`config.mk`:
```
export PLATFORM = sky130hd
export DESIGN_NAME = mpio_ctrl
export DESIGN_NICKNAME = d
export VERILOG_FILES = /design/src/design/mpio_pkg.sv /design/src/design/mpio_ctrl.sv
export SDC_FILE = /design/constraint.sdc
export NUM_CORES = 1
export LEC_CHECK = 0
export BUFFER_PORTS_ARGS = -buffer_cell sky130_fd_sc_hd__clkbuf_2
export CAP_MARGIN = 5
export CELL_PAD_IN_SITES_DETAIL_PLACEMENT = 0
export CELL_PAD_IN_SITES_GLOBAL_PLACEMENT = 1
export CORE_MARGIN = 2
export CORE_UTILIZATION = 38
export CTS_BUF_LIST = sky130_fd_sc_hd__clkbuf_4
export DETAILED_ROUTE_END_ITERATION = 8
export GPL_ROUTABILITY_DRIVEN = 1
export PLACE_DENSITY = 0.81
export SLEW_MARGIN = 20
export SYNTH_ARGS = -nofsm -noshare
export SYNTH_HDL_FRONTEND = slang
export SYNTH_SLANG_ARGS = --single-unit
```
`constraint.sdc`:
```
create_clock -name i_clk -period 1.5 [get_ports i_clk]
set_input_delay 0 -clock i_clk [delete_from_list [all_inputs] [get_ports i_clk]]
set_output_delay 0 -clock i_clk [all_outputs]
set_load 0.02 [all_outputs]
```
`src/design/mpio_pkg.sv`:
```
package mpio_pkg;

    localparam int MAX_INTERVALS_DEF = 1024;
    localparam int COORD_WIDTH_DEF   = 32;
    localparam int FIELD_W           = 32;
    localparam int LEN_W             = 33;

    typedef enum logic [3:0] {
        OP_NONE,
        OP_SORT_INIT,
        OP_PASS_INIT,
        OP_BLK_INIT,
        OP_PASS_END,
        OP_BLK_END,
        OP_MRG_WR,
        OP_SRCH_INIT,
        OP_PUSH,
        OP_POP,
        OP_PIV_STEP,
        OP_CRS_INIT,
        OP_CRS_STEP,
        OP_GO_RIGHT,
        OP_CLEAR
    } t_dp_op;

    typedef struct packed {
        logic   load;
        t_dp_op op;
    } t_dp_cmd;

    typedef struct packed {
        logic pass_more;
        logic blk_more;
        logic mrg_done;
        logic span_big;
        logic stack_empty;
        logic piv_done;
        logic crs_done;
    } t_dp_status;

endpackage

```
`src/design/mpio_ctrl.sv`:
```
module mpio_ctrl import mpio_pkg::*; (
    input  logic       i_clk,
    input  logic       i_rst_n,
    input  logic       i_in_valid,
    input  logic       i_last,
    input  logic       i_out_ready,
    input  t_dp_status i_status,
    output t_dp_cmd    o_cmd,
    output logic       o_in_ready,
    output logic       o_out_valid
);

    typedef enum logic [3:0] {
        S_LOAD,
        S_SORT_INIT,
        S_PASS_CHK,
        S_BLK_CHK,
        S_MRG_RD,
        S_MRG_WR,
        S_SRCH_INIT,
        S_DESC,
        S_PIV_RD,
        S_PIV_WR,
        S_CRS_RD,
        S_CRS_WR,
        S_OUT
    } t_state;

    t_state r_state;
    t_state n_state;
    logic   r_in_ready;
    logic   r_out_valid;
    logic   load;
    t_dp_op op;

    always_comb begin
        n_state = r_state;
        op      = OP_NONE;
        load    = i_in_valid & r_in_ready;
        unique case (r_state)
            S_LOAD: begin
                if (load && i_last) n_state = S_SORT_INIT;
            end
            S_SORT_INIT: begin
                op      = OP_SORT_INIT;
                n_state = S_PASS_CHK;
            end
            S_PASS_CHK: begin
                if (i_status.pass_more) begin
                    op      = OP_PASS_INIT;
                    n_state = S_BLK_CHK;
                end else begin
                    n_state = S_SRCH_INIT;
                end
            end
            S_BLK_CHK: begin
                if (i_status.blk_more) begin
                    op      = OP_BLK_INIT;
                    n_state = S_MRG_RD;
                end else begin
                    op      = OP_PASS_END;
                    n_state = S_PASS_CHK;
                end
            end
            S_MRG_RD: begin
                if (i_status.mrg_done) begin
                    op      = OP_BLK_END;
                    n_state = S_BLK_CHK;
                end else begin
                    n_state = S_MRG_WR;
                end
            end
            S_MRG_WR: begin
                op      = OP_MRG_WR;
                n_state = S_MRG_RD;
            end
            S_SRCH_INIT: begin
                op      = OP_SRCH_INIT;
                n_state = S_DESC;
            end
            S_DESC: begin
                if (i_status.span_big) begin
                    op = OP_PUSH;
                end else if (i_status.stack_empty) begin
                    n_state = S_OUT;
                end else begin
                    op      = OP_POP;
                    n_state = S_PIV_RD;
                end
            end
            S_PIV_RD: begin
                if (i_status.piv_done) begin
                    op      = OP_CRS_INIT;
                    n_state = S_CRS_RD;
                end else begin
                    n_state = S_PIV_WR;
                end
            end
            S_PIV_WR: begin
                op      = OP_PIV_STEP;
                n_state = S_PIV_RD;
            end
            S_CRS_RD: begin
                if (i_status.crs_done) begin
                    op      = OP_GO_RIGHT;
                    n_state = S_DESC;
                end else begin
                    n_state = S_CRS_WR;
                end
            end
            S_CRS_WR: begin
                op      = OP_CRS_STEP;
                n_state = S_CRS_RD;
            end
            S_OUT: begin
                if (i_out_ready && r_out_valid) begin
                    op      = OP_CLEAR;
                    n_state = S_LOAD;
                end
            end
            default: n_state = S_LOAD;
        endcase
    end

    always_ff @(posedge i_clk) begin
        if (!i_rst_n) begin
            r_state     <= S_LOAD;
            r_in_ready  <= 1'b1;
            r_out_valid <= 1'b0;
        end else begin
            r_state     <= n_state;
            r_in_ready  <= (n_state == S_LOAD);
            r_out_valid <= (n_state == S_OUT);
        end
    end

    assign o_cmd.load  = load;
    assign o_cmd.op    = op;
    assign o_in_ready  = r_in_ready;
    assign o_out_valid = r_out_valid;

endmodule

```
# Word level (Yosys, flattened, before mapping)
# Index checks and enable logic that the tools add are counted.
# Widths: inputs -> output; s select.
# word_totals
input_bits	12
wordCells	40
register_bits	6
output_inout_bits	7
# classes
reduce_logical	4
muxes	19
bitwise_logic	1
n_eq_ne	13
# op_table
cell	count
$pmux 4 s13	1
$pmux 4 s12	1
$mux 4	9
$eq 4x4->1 const B	6
$mux 3	6
$eq 4x3->1 const B	4
$eq 4x2->1 const B	2
$logic_not 4->1	2
$eq 4x1->1 const B	1
$mux 2	2
$logic_and 1x1->1	2
$and 1x1->1	1

# Longest topological paths before layout
# logic_depth
word_depth	5
depth_mapped	6
mapped_depth_nobuf	4

# Worst setup path before layout
# Ideal clock, no wire load.
# synth_timing
kind	reg2out
startpoint	reg r_state[0]
endpoint	out o_cmd[3] (netlist name)
n_path_buf	2
required_time_ps	1500
path_stages_with_launch	5
t_arrival_ps	1508
path_slack_ps	-8
path_cell_list	dfxtp_1 buf_6 clkbuf_8 nor2_1 o311ai_0
# synth_lines
element	line	rtl
start: declaration	mpio_ctrl.sv:29	t_state r_state;
start signal: assignment	mpio_ctrl.sv:131	r_state <= n_state;
end: declaration	mpio_ctrl.sv:8	output t_dp_cmd o_cmd,

==> summary.md <==
| Metric | Value |
|---|---|
| #FFs+latches synth | `6` |
| Chip Height | `46.2 µm` |
| Netlist Area Pre-Place | `678 µm²` |
| H-tree depth | `1` |
| Fin. max-slew vios | `0` |
| Placer Congestion | `0.801` |
| Drt first pass iters | `4` |
| Synth Area per Inst | `8.27 µm²` |
| Launching point of the worst reg2reg path | `r_state[1]$_SDFF_PN0_` |
| Synthesized Nets | `94` |
| RSZ-0062 raised after global routing | `true` |
| Relative slew slack | `0.834` |
| PD cells | `648 nW/µm²` |
| Vias in the first global route | `718` |
| Initial Util | `0.397` |
| FILL cells | `148` |
| ANT nets after route | `0` |
| Ports | `19` |
| Average wire per standard cell | `14.6 µm` |
| WL final | `2.12 mm` |
| Hold path cells | `3` |
| DIE WIDTH | `46.2 µm` |
| DR WL met2 | `1.11 mm` |
| Flop pwr share | `0.272` |
| Storage element area | `133 µm²` |
| CTS tree | `built` |
| Fmax | `653 MHz` |
| WHS | `0.189 ns` |
| Worst hold start | `i_status[3]` |
| Final core occ | `0.639` |
| # nets final | `134` |
| Syn Inst Count | `82` |
| WP depth | `6` |
| Largest net degree at the start of global routing | `16` |
| Routed met1 length | `924 µm` |
| Setup ws final | `-0.0321 ns` |
| Slowest-stage cell, CP | `dfxtp_4` |
| Number of buffers created by CTS | `3` |
| Detailed Route Iter0 Violations | `18` |
| CP Class | `flip-flop to output port` |
| Top sig layer | `met4` |
| Final min period | `1.53 ns` |
| Max IR drop VDD | `0.673 mV` |
| LEAKAGE | `0.467 nW` |
| Power Total | `0.707 mW` |
| Failing checks | `negative setup slack` |
| Die Footprint | `2140 µm²` |
| All-Layer GR Usage | `0.201` |
| Critical-path cell list | `buf_6 -> buf_6 -> nor4bb_4 -> o21bai_4 -> o211ai_1 -> buf_4` |
| Via-to-Cell Ratio | `5.44` |
| Synth unique cells | `44` |
| Clock power share | `0.202` |
| Setup_tns | `-0.0547 ns` |
| Register area share after synthesis | `0.177` |
| Area of the multi-input gates | `584 µm²` |
| Crit path buf inv count | `3` |
| Area Growth Syn to Fin | `60.9%` |
| Clock Pin Slew Worst Setup and Hold Paths | `0.04 ns` |
| DRC | `0` |
| Final Cycle Share | `1.02` |
| Core area | `1710 µm²` |
| HP Class | `input pin to flip-flop` |
| Grt ovf | `0` |
| CP Capture Type | `output port` |
| Sw Pwr | `0.250 mW` |
| Clk_skew | `0.00116 ns` |
| Internal power | `0.458 mW` |
| I/O Buffers | `18` |
| Initial antenna violation count | `0` |
| Fin. Hold Viols | `0` |
| Synth Warn # | `0` |
| Root Driver | `clkbuf_4` |
| Critical path launch point type | `flip-flop` |
| Reg2Reg Setup Slack | `-0.01 ns` |
| Worst path max stage delay | `0.35 ns` |
| Buffer depth of the longest clock path | `2` |
| Crit path launch | `r_state[1]$_SDFF_PN0_` |
| CP max FO | `7` |
| Clock insertion delay at the later pin of the skew report | `0.24 ns` |
| Ant. Diodes | `0` |
| Share of layout cells above drive strength 1 | `0.633` |
| TritonCTS Sinks | `6` |
| Row count | `15` |
| CP delay by family, top | `buffers and inverters` |
| Vias post-DR | `789` |
| Comb pwr share | `0.525` |
| Detail Route met3 WL | `70 µm` |
| Maxcap violations | `0` |
| DP HPWL | `1.38 mm` |
| Setup violators final | `3` |
| Crit path DAT | `1.53 ns` |
| Worst Path Required | `1.50 ns` |
| FF-to-FF path depth | `5` |
| Status | `finished with violations` |
| Cell mode on critical path | `buf_6` |
| Sw frac | `0.353` |
| First-pass GRT wire length | `3.11 mm` |
| Slew @ Worst Pin | `0.245 ns` |
## cell usage after synthesis
master / n / share of area
a211o_1: 3 / 0.039
a21bo_2: 1 / 0.015
a21boi_0: 1 / 0.011
a21boi_1: 1 / 0.011
a21oi_1: 4 / 0.030
a21oi_2: 1 / 0.013
a22o_1: 1 / 0.013
a2bb2oi_2: 1 / 0.022
and2_1: 4 / 0.037
and2_2: 1 / 0.011
and2b_1: 1 / 0.011
and2b_2: 2 / 0.026
and4b_1: 1 / 0.015
and4bb_1: 1 / 0.018
and4bb_2: 1 / 0.018
buf_2: 2 / 0.015
buf_4: 2 / 0.022
buf_6: 2 / 0.033
clkbuf_8: 1 / 0.020
dfxtp_1: 6 / 0.18
inv_1: 3 / 0.017
nand2_1: 3 / 0.017
nand2b_1: 3 / 0.028
nand3_1: 1 / 0.0074
nand3b_1: 3 / 0.033
nand4b_1: 1 / 0.013
nor2_1: 7 / 0.039
nor2b_1: 2 / 0.018
nor3_1: 1 / 0.0074
nor3b_1: 1 / 0.011
nor4b_1: 1 / 0.013
nor4bb_1: 1 / 0.015
o211ai_1: 1 / 0.011
o211ai_2: 1 / 0.018
o21a_1: 2 / 0.022
o21ai_0: 6 / 0.044
o21bai_1: 1 / 0.011
o21bai_2: 1 / 0.017
o221ai_2: 1 / 0.022
o22ai_2: 1 / 0.018
o311ai_0: 1 / 0.013
o31ai_1: 1 / 0.011
o32ai_1: 1 / 0.013
o41ai_2: 1 / 0.024
## worst reg2reg max path, stage by stage, from the launching register on
cell and delay, ns:
dfxtp_4 0.36, buf_4 0.14, and4bb_1 0.23, a22o_1 0.23, nand2b_4 0.14, o41ai_2 0.32
## metrics by stage
| step | worst slack (ns) | area, µm² | cells |
|---|---|---|---|
| 3_5_place_dp | -0.0620 | 836 | 131 |
| 5_1_grt | -0.107 | 1090 | 145 |
| 3_3_place_gp | -0.0362 | 836 | 131 |
| 2_1_floorplan | 0.0947 | 678 | 82 |
| 6_report | -0.0321 | 1090 | 145 |
| 4_1_cts | -0.00200 | 935 | 135 |
## power by group through the flow
stage / combinational, mW / sequential (mW) / clock, mW
5_1_grt: 0.395 / 0.194 / 0.159
6_report: 0.371 / 0.193 / 0.143
2_1_floorplan: 0.182 / 0.197 / 0
4_1_cts: 0.263 / 0.207 / 0.149
3_5_place_dp: 0.238 / 0.206 / 0
3_3_place_gp: 0.233 / 0.205 / 0
## final cells by class
class | instances | share of cell area
well taps | 25 | 0.0287
multi-input cells | 66 | 0.536
flip-flops and latches | 6 | 0.122
inverters | 3 | 0.0103
clock buffers | 3 | 0.0206
repair buffers | 42 | 0.283
## cell usage in the layout, fill, tap and decap left out, types with 2 or more instances in the layout
master / count
a211o_1: 3
a21oi_1: 4
and2_1: 4
and2b_2: 3
buf_4: 20
buf_6: 7
clkbuf_2: 14
clkbuf_4: 3
dfxtp_1: 2
dfxtp_4: 3
inv_1: 3
nand2_1: 3
nand2b_4: 2
nand3b_1: 3
nor2_1: 4
nor2_2: 2
o21a_1: 2
o21ai_1: 3
o21ai_2: 2
## worst paths after layout
path,endpoint
worst max register to register,o_in_ready$_SDFF_PN1_
worst min register to register,r_state[3]$_SDFF_PN0_
worst min-delay path,r_state[0]$_SDFF_PN0_
worst max-delay path,o_cmd[2]
## sequential cells by signal, indices dropped and copies added (netlist names)
register / cells
o_in_ready: 1
o_out_valid: 1
r_state: 4
## layer usage
layer  track usage  vias to the layer above
li1              -                      385
met1         0.246                      375
met2         0.342                       25
met3        0.0275                        4
met4        0.0914                        0
met5             0                        -
## timing repair
item | CTS | global route
setup buffers | 2 | 10
pin swaps | 5 | 11
hold buffers | 1 | 0
endpoints found under the hold margin | 1 | 0
setup endpoints to repair | 7 | 6
resized for setup | 22 | 30
## kinds of logic after synthesis
group | after synthesis | share of synthesized area
simple gates | 35 | 0.338
flops | 6 | 0.177
buf+inv | 10 | 0.107
compound gates | 31 | 0.378
Note: power is estimated with default switching activity, not from simulation.
